$ cat config.mk
export PLATFORM = sky130hd
export DESIGN_NAME = i2c_master_register_access_top
export DESIGN_NICKNAME = d
export VERILOG_FILES = /design/src/hdl/i2cmra_pkg.sv /design/src/hdl/i2cmra_front.sv /design/src/hdl/i2cmra_cmd_queue.sv /design/src/hdl/i2cmra_rsp_queue.sv /design/src/hdl/i2cmra_seq.sv /design/src/hdl/i2c_master_register_access_top.sv
export SDC_FILE = /design/constraint.sdc
export NUM_CORES = 1
export LEC_CHECK = 0
export BUFFER_PORTS_ARGS = -buffer_cell sky130_fd_sc_hd__clkbuf_2
export CORE_MARGIN = 3
export CORE_UTILIZATION = 50
export CTS_CLUSTER_DIAMETER = 100
export DETAILED_ROUTE_END_ITERATION = 8
export PLACE_DENSITY = 0.67
export SLEW_MARGIN = 25
export SYNTH_ARGS = -nofsm -noshare
export SYNTH_HDL_FRONTEND = slang
export SYNTH_SLANG_ARGS = --single-unit
$ cat constraint.sdc
create_clock -name clock -period 4.77 [get_ports clock]
set_clock_uncertainty 0.1 [all_clocks]
set_input_delay 0.477 -clock clock [delete_from_list [all_inputs] [get_ports clock]]
set_output_delay 0.477 -clock clock [all_outputs]
set_load 0.03 [all_outputs]
$ cat src/hdl/i2cmra_pkg.sv
// Shared types and constants for the I2C register access master.
// Depends on nothing; every other file in hdl/ imports it.
`timescale 1ns / 1ps

package i2cmra_pkg;

   // Register address width; the latched address is masked to this many bits.
   localparam int RegAddrBits = 16;
   localparam logic [15:0] RegAddrMask = 16'((32'd1 << RegAddrBits) - 32'd1);

   // Request function codes.
   localparam logic [1:0] FUNC_TICK  = 2'd0;
   localparam logic [1:0] FUNC_WRITE = 2'd1;
   localparam logic [1:0] FUNC_READ  = 2'd2;

   // Configuration register indexes and reset values.
   localparam int CsrDataBits = 7;
   localparam logic CSR_DEV_ADDR   = 1'b0;
   localparam logic CSR_ADDR_BYTES = 1'b1;
   localparam logic [6:0] DevAddrReset   = 7'd64;
   localparam logic [1:0] AddrBytesReset = 2'd1;

   // Depth of the command and response queues.
   localparam int QDepth     = 4;
   localparam int QPtrBits   = $clog2(QDepth);
   localparam int QCountBits = $clog2(QDepth + 1);

   typedef struct packed {
      logic [1:0]  func;
      logic [15:0] reg_addr;
      logic [7:0]  wr_data;
      logic        sda_in;
   } req_type;

   typedef struct packed {
      logic       scl;
      logic       sda_out;
      logic       sda_drive;
      logic       busy_res;
      logic       done_res;
      logic [7:0] rd_data;
      logic       nack_seen;
   } rsp_type;

   typedef enum logic [1:0] {
      CMD_TICK,
      CMD_WRITE,
      CMD_READ
   } cmd_kind_type;

   typedef struct packed {
      cmd_kind_type kind;
      logic [15:0]  reg_addr;
      logic [7:0]   wr_data;
      logic         sda_in;
   } cmd_type;

   typedef struct packed {
      logic                   wr_en;
      logic                   index;
      logic [CsrDataBits-1:0] wdata;
   } csr_type;

endpackage

$ cat src/hdl/i2cmra_front.sv
// Request front end: accepts requests and classifies the function code.
// Depends on i2cmra_pkg; feeds i2cmra_cmd_queue.
`timescale 1ns / 1ps

module i2cmra_front (
   input  logic               req_push,
   input  i2cmra_pkg::req_type req_data,
   output logic               req_full,
   input  logic               q_full,
   output logic               q_push,
   output i2cmra_pkg::cmd_type q_cmd
);
   import i2cmra_pkg::*;

   always_comb begin
      q_cmd.reg_addr = req_data.reg_addr;
      q_cmd.wr_data  = req_data.wr_data;
      q_cmd.sda_in   = req_data.sda_in;
      // The unused function code is a plain tick.
      unique case (req_data.func)
         FUNC_WRITE: q_cmd.kind = CMD_WRITE;
         FUNC_READ:  q_cmd.kind = CMD_READ;
         default:    q_cmd.kind = CMD_TICK;
      endcase
   end

   assign req_full = q_full;
   assign q_push   = req_push & ~q_full;

endmodule

$ cat src/hdl/i2cmra_cmd_queue.sv
// Short queue of classified commands between the front end and the sequencer.
// Depends on i2cmra_pkg.
`timescale 1ns / 1ps

module i2cmra_cmd_queue (
   input  logic               clock,
   input  logic               reset,
   input  logic               push,
   input  i2cmra_pkg::cmd_type push_cmd,
   output logic               full,
   input  logic               pop,
   output i2cmra_pkg::cmd_type pop_cmd,
   output logic               empty
);
   import i2cmra_pkg::*;

   cmd_type                mem_ff [QDepth];
   logic [QPtrBits-1:0]    wr_ptr_ff;
   logic [QPtrBits-1:0]    rd_ptr_ff;
   logic [QCountBits-1:0]  count_ff;
   logic                   do_push;
   logic                   do_pop;

   assign full    = (count_ff == QCountBits'(QDepth));
   assign empty   = (count_ff == '0);
   assign do_push = push & ~full;
   assign do_pop  = pop & ~empty;
   assign pop_cmd = mem_ff[rd_ptr_ff];

   always_ff @(posedge clock) begin
      if (do_push) begin
         mem_ff[wr_ptr_ff] <= push_cmd;
      end
      if (reset) begin
         wr_ptr_ff <= '0;
         rd_ptr_ff <= '0;
         count_ff  <= '0;
      end else begin
         if (do_push) begin
            wr_ptr_ff <= wr_ptr_ff + QPtrBits'(1);
         end
         if (do_pop) begin
            rd_ptr_ff <= rd_ptr_ff + QPtrBits'(1);
         end
         if (do_push && !do_pop) begin
            count_ff <= count_ff + QCountBits'(1);
         end else if (do_pop && !do_push) begin
            count_ff <= count_ff - QCountBits'(1);
         end
      end
   end

endmodule

$ cat src/hdl/i2cmra_rsp_queue.sv
// Output queue of bus-phase responses toward the consumer.
// Depends on i2cmra_pkg.
`timescale 1ns / 1ps

module i2cmra_rsp_queue (
   input  logic               clock,
   input  logic               reset,
   input  logic               push,
   input  i2cmra_pkg::rsp_type push_rsp,
   output logic               full,
   input  logic               pop,
   output i2cmra_pkg::rsp_type pop_rsp,
   output logic               empty
);
   import i2cmra_pkg::*;

   rsp_type                mem_ff [QDepth];
   logic [QPtrBits-1:0]    wr_ptr_ff;
   logic [QPtrBits-1:0]    rd_ptr_ff;
   logic [QCountBits-1:0]  count_ff;
   logic                   do_push;
   logic                   do_pop;

   assign full    = (count_ff == QCountBits'(QDepth));
   assign empty   = (count_ff == '0);
   assign do_push = push & ~full;
   assign do_pop  = pop & ~empty;
   assign pop_rsp = mem_ff[rd_ptr_ff];

   always_ff @(posedge clock) begin
      if (do_push) begin
         mem_ff[wr_ptr_ff] <= push_rsp;
      end
      if (reset) begin
         wr_ptr_ff <= '0;
         rd_ptr_ff <= '0;
         count_ff  <= '0;
      end else begin
         if (do_push) begin
            wr_ptr_ff <= wr_ptr_ff + QPtrBits'(1);
         end
         if (do_pop) begin
            rd_ptr_ff <= rd_ptr_ff + QPtrBits'(1);
         end
         if (do_push && !do_pop) begin
            count_ff <= count_ff + QCountBits'(1);
         end else if (do_pop && !do_push) begin
            count_ff <= count_ff - QCountBits'(1);
         end
      end
   end

endmodule

$ cat src/hdl/i2cmra_seq.sv
// Bus phase sequencer: runs one line phase per command and emits its levels.
// Depends on i2cmra_pkg; sits between i2cmra_cmd_queue and i2cmra_rsp_queue.
`timescale 1ns / 1ps

module i2cmra_seq (
   input  logic               clock,
   input  logic               reset,
   input  i2cmra_pkg::csr_type csr,
   input  logic               cmd_valid,
   input  i2cmra_pkg::cmd_type cmd,
   output logic               cmd_pop,
   input  logic               rsp_full,
   output logic               rsp_push,
   output i2cmra_pkg::rsp_type rsp
);
   import i2cmra_pkg::*;

   typedef enum logic [3:0] {
      PH_IDLE, PH_S1, PH_S2, PH_S3, PH_S4,
      PH_WLO, PH_WHI, PH_ALO, PH_AHI,
      PH_RLO, PH_RHI, PH_NLO, PH_NHI,
      PH_P1, PH_P2, PH_P3
   } phase_type;

   // Which byte of the transaction is on the wire.
   localparam logic [2:0] BYTE_DEV_WR  = 3'd0;
   localparam logic [2:0] BYTE_ADDR_HI = 3'd1;
   localparam logic [2:0] BYTE_ADDR_LO = 3'd2;
   localparam logic [2:0] BYTE_DATA    = 3'd3;
   localparam logic [2:0] BYTE_DEV_RD  = 3'd4;

   phase_type   phase_ff, phase_in, cur_phase;
   logic [3:0]  bit_count_ff, bit_count_in;
   logic [7:0]  shift_ff, shift_in;
   logic [2:0]  byte_idx_ff, byte_idx_in;
   logic [15:0] held_addr_ff, held_addr_in;
   logic [7:0]  held_data_ff, held_data_in;
   logic        is_read_ff, is_read_in;
   logic [7:0]  read_byte_ff, read_byte_in;
   logic [6:0]  dev_addr_ff;
   logic [1:0]  addr_bytes_ff;
   logic        step;
   logic        msb;
   rsp_type     rsp_in;

   function automatic logic [7:0] byte_for(input logic [2:0] idx, input logic [6:0] dev,
                                           input logic [15:0] addr, input logic [7:0] data);
      logic [7:0] b;
      unique case (idx)
         BYTE_DEV_WR:  b = {dev, 1'b0};
         BYTE_ADDR_HI: b = addr[15:8];
         BYTE_ADDR_LO: b = addr[7:0];
         BYTE_DATA:    b = data;
         default:      b = {dev, 1'b1};
      endcase
      return b;
   endfunction

   assign step     = cmd_valid & ~rsp_full;
   assign cmd_pop  = step;
   assign rsp_push = step;
   assign rsp      = rsp_in;
   assign msb      = shift_ff[7];

   always_comb begin
      phase_in     = phase_ff;
      bit_count_in = bit_count_ff;
      shift_in     = shift_ff;
      byte_idx_in  = byte_idx_ff;
      held_addr_in = held_addr_ff;
      held_data_in = held_data_ff;
      is_read_in   = is_read_ff;
      read_byte_in = read_byte_ff;
      rsp_in.scl       = 1'b1;
      rsp_in.sda_out   = 1'b1;
      rsp_in.sda_drive = 1'b0;
      rsp_in.busy_res  = 1'b1;
      rsp_in.done_res  = 1'b0;
      rsp_in.nack_seen = 1'b0;
      cur_phase        = phase_ff;

      // A start request only counts on an idle bus; it shows the first start phase.
      if (phase_ff == PH_IDLE && cmd.kind != CMD_TICK) begin
         held_addr_in = cmd.reg_addr & RegAddrMask;
         held_data_in = cmd.wr_data;
         is_read_in   = (cmd.kind == CMD_READ);
         byte_idx_in  = BYTE_DEV_WR;
         bit_count_in = '0;
         cur_phase    = PH_S1;
      end

      unique case (cur_phase)
         PH_S1: begin
            rsp_in.scl = 1'b0; rsp_in.sda_out = 1'b1; rsp_in.sda_drive = 1'b1;
            phase_in = PH_S2;
         end
         PH_S2: begin
            rsp_in.scl = 1'b1; rsp_in.sda_out = 1'b1; rsp_in.sda_drive = 1'b1;
            phase_in = PH_S3;
         end
         PH_S3: begin
            rsp_in.scl = 1'b1; rsp_in.sda_out = 1'b0; rsp_in.sda_drive = 1'b1;
            phase_in = PH_S4;
         end
         PH_S4: begin
            rsp_in.scl = 1'b0; rsp_in.sda_out = 1'b0; rsp_in.sda_drive = 1'b1;
            shift_in     = byte_for(byte_idx_ff, dev_addr_ff, held_addr_ff, held_data_ff);
            bit_count_in = '0;
            phase_in     = PH_WLO;
         end
         PH_WLO: begin
            rsp_in.scl = 1'b0; rsp_in.sda_out = msb; rsp_in.sda_drive = 1'b1;
            phase_in = PH_WHI;
         end
         PH_WHI: begin
            rsp_in.scl = 1'b1; rsp_in.sda_out = msb; rsp_in.sda_drive = 1'b1;
            shift_in     = {shift_ff[6:0], 1'b0};
            bit_count_in = bit_count_ff + 4'd1;
            phase_in     = (bit_count_in >= 4'd8) ? PH_ALO : PH_WLO;
         end
         PH_ALO: begin
            rsp_in.scl = 1'b0;
            phase_in   = PH_AHI;
         end
         PH_AHI: begin
            rsp_in.scl = 1'b1;
            priority if (cmd.sda_in) begin
               // Not acknowledged: run the whole transaction again.
               rsp_in.nack_seen = 1'b1;
               byte_idx_in      = BYTE_DEV_WR;
               phase_in         = PH_S1;
            end else if (byte_idx_ff == BYTE_DEV_WR) begin
               byte_idx_in  = addr_bytes_ff[1] ? BYTE_ADDR_HI : BYTE_ADDR_LO;
               shift_in     = byte_for(byte_idx_in, dev_addr_ff, held_addr_ff, held_data_ff);
               bit_count_in = '0;
               phase_in     = PH_WLO;
            end else if (byte_idx_ff == BYTE_ADDR_HI) begin
               byte_idx_in  = BYTE_ADDR_LO;
               shift_in     = held_addr_ff[7:0];
               bit_count_in = '0;
               phase_in     = PH_WLO;
            end else if (byte_idx_ff == BYTE_ADDR_LO) begin
               if (is_read_ff) begin
                  // Repeated start, then the address byte with the read bit.
                  byte_idx_in = BYTE_DEV_RD;
                  phase_in    = PH_S1;
               end else begin
                  byte_idx_in  = BYTE_DATA;
                  shift_in     = held_data_ff;
                  bit_count_in = '0;
                  phase_in     = PH_WLO;
               end
            end else if (byte_idx_ff == BYTE_DEV_RD) begin
               shift_in     = '0;
               bit_count_in = '0;
               phase_in     = PH_RLO;
            end else begin
               phase_in = PH_P1;
            end
         end
         PH_RLO: begin
            rsp_in.scl = 1'b0;
            phase_in   = PH_RHI;
         end
         PH_RHI: begin
            rsp_in.scl   = 1'b1;
            shift_in     = {shift_ff[6:0], cmd.sda_in};
            bit_count_in = bit_count_ff + 4'd1;
            if (bit_count_in >= 4'd8) begin
               read_byte_in = shift_in;
               phase_in     = PH_NLO;
            end else begin
               phase_in = PH_RLO;
            end
         end
         PH_NLO: begin
            rsp_in.scl = 1'b0;
            phase_in   = PH_NHI;
         end
         PH_NHI: begin
            rsp_in.scl = 1'b1;
            phase_in   = PH_P1;
         end
         PH_P1: begin
            rsp_in.scl = 1'b0; rsp_in.sda_out = 1'b0; rsp_in.sda_drive = 1'b1;
            phase_in = PH_P2;
         end
         PH_P2: begin
            rsp_in.scl = 1'b1; rsp_in.sda_out = 1'b0; rsp_in.sda_drive = 1'b1;
            phase_in = PH_P3;
         end
         PH_P3: begin
            rsp_in.scl = 1'b1; rsp_in.sda_out = 1'b1; rsp_in.sda_drive = 1'b1;
            rsp_in.done_res = 1'b1;
            phase_in = PH_IDLE;
         end
         PH_IDLE: begin
            rsp_in.busy_res = 1'b0;
            phase_in        = PH_IDLE;
         end
      endcase

      // A released line reads as the pull-up level.
      if (!rsp_in.sda_drive) begin
         rsp_in.sda_out = 1'b1;
      end
      rsp_in.rd_data = read_byte_in;
   end

   always_ff @(posedge clock) begin
      if (reset) begin
         phase_ff      <= PH_IDLE;
         bit_count_ff  <= '0;
         shift_ff      <= '0;
         byte_idx_ff   <= '0;
         held_addr_ff  <= '0;
         held_data_ff  <= '0;
         is_read_ff    <= 1'b0;
         read_byte_ff  <= '0;
         dev_addr_ff   <= DevAddrReset;
         addr_bytes_ff <= AddrBytesReset;
      end else begin
         if (step) begin
            phase_ff     <= phase_in;
            bit_count_ff <= bit_count_in;
            shift_ff     <= shift_in;
            byte_idx_ff  <= byte_idx_in;
            held_addr_ff <= held_addr_in;
            held_data_ff <= held_data_in;
            is_read_ff   <= is_read_in;
            read_byte_ff <= read_byte_in;
         end
         if (csr.wr_en) begin
            unique case (csr.index)
               CSR_DEV_ADDR:   dev_addr_ff   <= csr.wdata[6:0];
               CSR_ADDR_BYTES: addr_bytes_ff <= csr.wdata[1:0];
            endcase
         end
      end
   end

endmodule

$ cat src/hdl/i2c_master_register_access_top.sv
// Top level of the I2C register access master: front end, command queue,
// sequencer and response queue. Depends on i2cmra_pkg and the i2cmra_* modules.
`timescale 1ns / 1ps
//
//   Channel   Ports                               Direction   Moves
//   request   req_push, req_full, req_data        in          one line-phase tick
//   response  rsp_pop, rsp_empty, rsp_data        out         levels of that phase
//   csr       csr_wr_en, csr_index, csr_wdata     in          register write
//
// Every request yields exactly one response. A request is classified on the
// cycle it is accepted and queued; the sequencer runs one request per cycle
// while the response queue is not full, so the sustained rate is one request
// per clock when the consumer keeps up, set by the phase update of the
// sequencer state machine. A request accepted into empty queues is stepped by
// the sequencer in the next cycle and written into the response queue at the
// end of that cycle, from where the consumer can then pop it. Reset is
// synchronous and active high; it empties both queues, returns the bus to
// idle and restores the register defaults. When the consumer stalls, the
// response queue fills, the sequencer stops, and then the command queue
// fills and raises req_full; nothing is lost.

module i2c_master_register_access_top (
   input  logic                                 clock,
   input  logic                                 reset,
   input  logic                                 req_push,
   output logic                                 req_full,
   input  i2cmra_pkg::req_type                  req_data,
   input  logic                                 rsp_pop,
   output logic                                 rsp_empty,
   output i2cmra_pkg::rsp_type                  rsp_data,
   input  logic                                 csr_wr_en,
   input  logic                                 csr_index,
   input  logic [i2cmra_pkg::CsrDataBits-1:0]   csr_wdata
);
   import i2cmra_pkg::*;

   logic    q_full;
   logic    q_push;
   cmd_type q_cmd;
   logic    cmd_empty;
   logic    cmd_pop;
   cmd_type cmd;
   logic    rsp_full;
   logic    rsp_push;
   rsp_type rsp;
   csr_type csr;

   // Register writes go to the sequencer unchecked; send them only when idle.
   assign csr.wr_en = csr_wr_en;
   assign csr.index = csr_index;
   assign csr.wdata = csr_wdata;

   i2cmra_front u_front (
      .req_push (req_push),
      .req_data (req_data),
      .req_full (req_full),
      .q_full   (q_full),
      .q_push   (q_push),
      .q_cmd    (q_cmd)
   );

   i2cmra_cmd_queue u_cmd_queue (
      .clock    (clock),
      .reset    (reset),
      .push     (q_push),
      .push_cmd (q_cmd),
      .full     (q_full),
      .pop      (cmd_pop),
      .pop_cmd  (cmd),
      .empty    (cmd_empty)
   );

   i2cmra_seq u_seq (
      .clock     (clock),
      .reset     (reset),
      .csr       (csr),
      .cmd_valid (~cmd_empty),
      .cmd       (cmd),
      .cmd_pop   (cmd_pop),
      .rsp_full  (rsp_full),
      .rsp_push  (rsp_push),
      .rsp       (rsp)
   );

   i2cmra_rsp_queue u_rsp_queue (
      .clock    (clock),
      .reset    (reset),
      .push     (rsp_push),
      .push_rsp (rsp),
      .full     (rsp_full),
      .pop      (rsp_pop),
      .pop_rsp  (rsp_data),
      .empty    (rsp_empty)
   );

endmodule
==> results.tsv, run 1 <==
metric	value	unit
number of clock sinks	242	
Setup crit end kind	register	
Final Hold Violating Endpoints	0	
Synth top cells by count	edfxtp_1 (164), dfxtp_1 (78), a21oi_1 (48)	
final cycle utilization of the critical path	67.3	%
Synth Warn #	0	
register area share after synthesis	62.3	%
max-cap check violation count	0	
worst min path class	input port to register	
post-DR vias/cell	5.95	
CORE AREA	20400	sq um
# Post-CTS Setup Buffers	0	
Initial Utilization	51.1	%
syn_nets	793	
Post-synth EDFFs	164	
H-Tree Depth	1	
final instance area	11700	sq um
unrepaired setup endpoints after global routing	false	
synthesized cell area	10400	sq um
dominant cell type by area after synthesis	edfxtp_1	
largest net degree at the start of global routing	48	
non-filler cells in the finished layout	1067	
grt ovf	0	
DP HPWL	13400	microns
Slew headroom	38.1	%
Clock Path Buffers	3	
Cells after DPL	1021	
total track usage	18.5	%
max-slew violations	0	
vias post-DR	6346	
worst vdd ir	0.328	mV
Root Buffer	clkbuf_16	
drt wl/cell	19.1	microns
combinational family with the most area after synthesis	multiplexers	
Worst setup SP type	register	
PortBufs	55	
share of layout cells above drive strength 1	21.7	%
nets	831	
setup ws final	1.56	ns
post_cts resized	0	
area of the die	22600	sq um
Worst-Skew Late Latency	0.52	ns
DR iter-0 viols	452	
worst setup path end	u_rsp_queue.count_ff[2]	
Period minus WS final	3.21	ns
Reg2Reg Capture Point	u_rsp_queue.count_ff[2]	
Gate Count Post-Synth	740	
Initial DRT Pass Iterations	7	
CP Launch Point	u_rsp_queue.count_ff[0]	
status	finished clean	
total power	6.64	mW
CP max FO	46	
Main synth FF type	edfxtp_1	
arrival time at the worst endpoint	3.55	ns
clk slew on worst S/H paths	0.06	ns
Multi-input gate area	3570	sq um
multiplexer share of the synthesized area	12.1	%
R2R setup slack	1.56	ns
fill count	1587	
Num CTS Buffers	25	
Synth area leaders	edfxtp_1 (47%), dfxtp_1 (15%), mux4_2 (8.7%)	
Distinct cells, synth	78	
setup TNS	0	ns
hold_buf cts	0	
Mean Syn Cell Area	14.1	sq um
FMAX	0.312	GHz
vias in the first global route	6448	
die width	150	microns
leading cell type by number of instances after synthesis	edfxtp_1	
synthesized flop and latch total	242	
CP Class	register to register	
Yosys top cell area share	47.3	%
# rows	52	
Antenna diodes	0	
I/O Pins	56	
Pwr per Cell Area	570	nW/um^2
TritonCTS clock tree	yes	
Post-Synth Simple-Gate Area	8.52	%
Place WS	1.59	ns
routed wire length	20400	microns
Layout area overhead	12.0	%
ys async rst share	0	%
Routed Antenna Nets	0	
register area	6490	sq um
Area after DPL	10800	sq um
xor/xnor share of the synthesized area	1.33	%
adder-cell share of the synthesized area	1.71	%
Final setup viols	0	
initial antenna violation count	0	
Critical R2R Launch	u_rsp_queue.count_ff[0]	
Synth Area in Compound Gates	10.6	%
Die Y	150	microns
Reg2Reg Depth	11	
residual DRC count	0	
Crit path required time	5.11	ns
Leak Pwr	3.84	nW
first-pass GRT wire length	33400	microns
Worst Tran Pin Value	0.921	ns
Final GP Congestion	0.895	
## layer usage
metal	wire [microns]	vias up	track usage [%]
li1	-	2974	-
met3	941	36	2.86
met1	8370	3151	23.7
met2	10600	185	32.6
met5	0	-	0
met4	523	0	5.54
## cells in the final DEF, fill, tap and decap left out, drive strengths merged, types with 10 or more instances in the layout
cell | netlist | final
a21oi | 48 | 48
a22oi | 10 | 10
a311oi | 10 | 10
a31oi | 12 | 12
buf | 31 | 11
clkbuf | 24 | 91
dfxtp | 78 | 78
edfxtp | 164 | 164
ha | 11 | 11
inv | 24 | 26
mux2 | 10 | 10
mux2i | 22 | 22
mux4 | 41 | 41
nand2 | 18 | 18
nand2b | 11 | 11
nand3 | 31 | 31
nand4 | 10 | 10
nor2 | 24 | 24
nor3 | 10 | 10
o21ai | 40 | 40
o31ai | 10 | 10
## where the power goes
part           switching (mW)  total, mW  internal [mW]  leakage [nW]
combinational            1.15       1.88          0.721          1.30
sequential              0.232       2.87           2.64          2.14
clock                   0.768       1.90           1.13         0.398
## layout make-up
cell class	count	area share [%]
Sequential cell	242	55.6
Multi-Input combinational cell	419	30.6
Clock buffer	36	5.97
Timing Repair Buffer	66	3.07
Tap cell	270	2.90
Clock inverter	10	1.04
Inverter	24	0.794
## metrics by stage
step | hold slack, ns | util (%)
after floorplan | 0.342 | -
after global placement | 0.351 | 53.3
after detailed placement | 0.361 | 53.3
after CTS | 0.0442 | 57.3
after global routing | 0.0547 | 57.3
final | 0.0677 | 57.3
## worst min path at each step
stage | startpoint | to | slack (ns) | cells after the start
global placement | u_seq.read_byte_ff[1] | u_seq.read_byte_ff[1] | 0.35 | 2
detailed placement | u_seq.read_byte_ff[2] | u_seq.read_byte_ff[2] | 0.36 | 2
CTS | req_data[14] | u_cmd_queue.mem_ff[0][14] | 0.04 | 1
global route | req_data[14] | u_cmd_queue.mem_ff[2][14] | 0.05 | 1
floorplan | u_seq.dev_addr_ff[6] | u_seq.dev_addr_ff[6] | 0.34 | 2
finish | req_data[9] | u_cmd_queue.mem_ff[1][9] | 0.07 | 1
## logic make-up (layout without fill, tap and decap cells)
group                    count (synthesis)  after routing
AO/OA/AOI/OAI                          166            166
flip-flops                             242            242
XOR/XNOR                                15             15
buffers and inverters                   79            136
multiplexers                            73             73
adder cells (fa/ha/maj)                 13             13
AND/OR/NAND/NOR                        152            152
## registers in the layout, summed over array words and instances, names as in the netlist, named ones only
register and count:
u_seq.held_addr_ff 16, u_cmd_queue.wr_ptr_ff 2, u_cmd_queue.count_ff 3, u_rsp_queue.wr_ptr_ff 2, u_seq.dev_addr_ff 7, u_seq.shift_ff 8
u_seq.phase_ff 4, u_seq.byte_idx_ff 3, u_seq.held_data_ff 8, u_rsp_queue.mem_ff 56, u_seq.addr_bytes_ff 1, u_rsp_queue.count_ff 3
u_cmd_queue.mem_ff 108, u_seq.read_byte_ff 8, u_cmd_queue.rd_ptr_ff 2, u_seq.bit_count_ff 4, u_seq.is_read_ff 1, u_rsp_queue.rd_ptr_ff 2
## critical path: stages (launching register included)
cell and delay [ns]:
dfxtp_1 0.41, or3b_1 0.31, nand2_1 0.09, buf_4 0.28
inv_2 0.08, buf_4 0.44, ha_1 0.27, inv_1 0.07
fa_1 0.43, xor2_1 0.17, or3_1 0.30, a21oi_1 0.16
No activity file was read; power rests on OpenSTA's default activity.
==> inputs of run 2 (changes only) <==
--- a/config.mk
+++ b/config.mk
@@ -10,7 +10,7 @@
 export CORE_UTILIZATION = 50
 export CTS_CLUSTER_DIAMETER = 100
 export DETAILED_ROUTE_END_ITERATION = 8
-export PLACE_DENSITY = 0.67
+export PLACE_DENSITY = 0.7
 export SLEW_MARGIN = 25
 export SYNTH_ARGS = -nofsm -noshare
 export SYNTH_HDL_FRONTEND = slang
==> constraint.sdc (replaced) <==
create_clock -name clock -period 2.6 [get_ports clock]
set_clock_uncertainty 0.1 [all_clocks]
set_input_delay 0.26 -clock clock [delete_from_list [all_inputs] [get_ports clock]]
set_output_delay 0.26 -clock clock [all_outputs]
set_load 0.03 [all_outputs]
==> results.tsv, run 2 (same netlist as run 1, synthesis figures left out) <==
metric	value	unit
status	finished clean	
slowest cell on the critical path	or3b_1	
CP max FO	4	
die width	150	microns
Top delay family on crit path	simple AND/OR/NAND/NOR gates	
grt ovf	0	
Num CTS Buffers	25	
CP Class	register to register	
Die Y	150	microns
Final Hold Violating Endpoints	0	
top flop regs	u_cmd_queue.mem_ff: 108 flops, u_rsp_queue.mem_ff: 56 flops, u_seq.held_addr_ff: 16 flops	
Antenna diodes	0	
unrepaired setup endpoints after global routing	false	
TritonCTS clock tree	yes	
clk slew on worst S/H paths	0.06	ns
Crit path required time	2.96	ns
total track usage	19.2	%
share of layout cells above drive strength 1	22.2	%
Reg2Reg Capture Point	u_cmd_queue.count_ff[2]	
nets	882	
CP Launch Point	u_rsp_queue.count_ff[2]	
CP Cell Sequence	or3b_1 -> nand2_1 -> ha_1 -> inv_1 -> fa_1 -> xor2_1 -> or3_1 -> a21oi_1	
Setup crit end kind	register	
total length of routed met2 wires	11000	microns
initial antenna violation count	0	
Top Metal Used	met4	
Period minus WS final	2.34	ns
Initial DRT Pass Iterations	6	
DR iter-0 viols	579	
vias in the first global route	6663	
Slowest Stage Delay on Critical Path	0.40	ns
critical path depth in cells	8	
area of the die	22600	sq um
Worst-Skew Late Latency	0.53	ns
setup TNS	0	ns
hold_buf cts	36	
fill count	1515	
number of clock sinks	242	
R2R setup slack	0.26	ns
hold slack	0.0284	ns
H-Tree Depth	1	
worst path bufs/invs	1	
Final setup viols	0	
Pwr per Cell Area	1010	nW/um^2
met1 WL	8770	microns
final cycle utilization of the critical path	90.1	%
largest net degree at the start of global routing	46	
max-cap check violation count	0	
worst setup path end	u_cmd_queue.count_ff[2]	
Initial Utilization	51.1	%
# Post-CTS Setup Buffers	0	
routed wire length	21200	microns
FMAX	0.427	GHz
post-DR vias/cell	5.80	
arrival time at the worst endpoint	2.71	ns
Critical R2R Launch	u_rsp_queue.count_ff[2]	
Layout area overhead	16.5	%
Detail Route met3 WL	918	microns
PortBufs	55	
Slew headroom	43.6	%
residual DRC count	0	
worst min path class	input port to register	
Final GP Congestion	0.917	
Biggest register	u_cmd_queue.mem_ff	
Routed Antenna Nets	0	
Worst Tran Pin Value	0.846	ns
CORE AREA	20400	sq um
Clock Path Buffers	3	
Leak Pwr	4.06	nW
drt wl/cell	19.0	microns
first-pass GRT wire length	34700	microns
I/O Pins	56	
Root Buffer	clkbuf_16	
most frequent cells in the layout	edfxtp_1 (164), dfxtp_1 (77), clkbuf_2 (55)	
Reg2Reg Depth	8	
post_cts resized	0	
worst vdd ir	0.554	mV
vias post-DR	6489	
Worst setup SP type	register	
max-slew violations	0	
commonest non-fill, non-tap cell in the layout	edfxtp_1	
# rows	52	
DP HPWL	13800	microns
max FFs per register	108	
-- run 2: cell type report --
type                            instances  area (sq um)  share of cell area, %
Tap cell                              270           338                   2.78
Clock buffer                           36           697                   5.75
Clock inverter                         10          95.1                  0.784
Timing Repair Buffer                  117           843                   6.95
Inverter                               24          92.6                  0.763
Sequential cell                       242          6490                   53.5
Multi-Input combinational cell        419          3580                   29.5
-- run 2: worst min-delay path: stages --
cell	delay [ns]
clkbuf_2	0.09
nand2b_1	0.10
xor2_1	0.09
nor2_1	0.07
-- run 2: stage by stage --
step	setup WS, ns	instance area [sq um]	utilization (%)	power [mW]	std cells
after global routing	0.121	12100	59.6	12.9	1118
after detailed placement	0.252	11000	53.9	8.91	1036
after global placement	0.340	11000	53.9	8.75	1036
after floorplan	0.0420	10400	-	7.98	740
after CTS	0.256	12100	59.6	12.3	1118
final	0.257	12100	59.6	12.2	1118
-- run 2: report_power, final --
part	leakage (nW)	internal [mW]	total [mW]	switching [mW]
Sequential	2.14	4.84	5.22	0.381
Clock	0.390	1.98	3.39	1.41
Combinational	1.54	1.42	3.62	2.20
-- run 2: worst min path at each step --
stage / from / end / slack [ns] / cells past startpoint
finish: rsp_pop / register / 0.03 / 4
global route: rsp_pop / u_rsp_queue.rd_ptr_ff[0] / 0.06 / 4
CTS: rsp_pop / register / 0.02 / 4
detailed placement: u_seq.read_byte_ff[1] / u_seq.read_byte_ff[1] / 0.36 / 2
global placement: u_seq.read_byte_ff[0] / u_seq.read_byte_ff[0] / 0.35 / 2
floorplan: req_data[0] / u_cmd_queue.mem_ff[0][0] / 0.26 / 0
-- run 2: metal layers --
metal,GRT usage (%),vias to the layer above
met5,0,-
met4,5.35,0
met3,2.80,44
met2,33.7,179
met1,24.9,3190
li1,-,3076
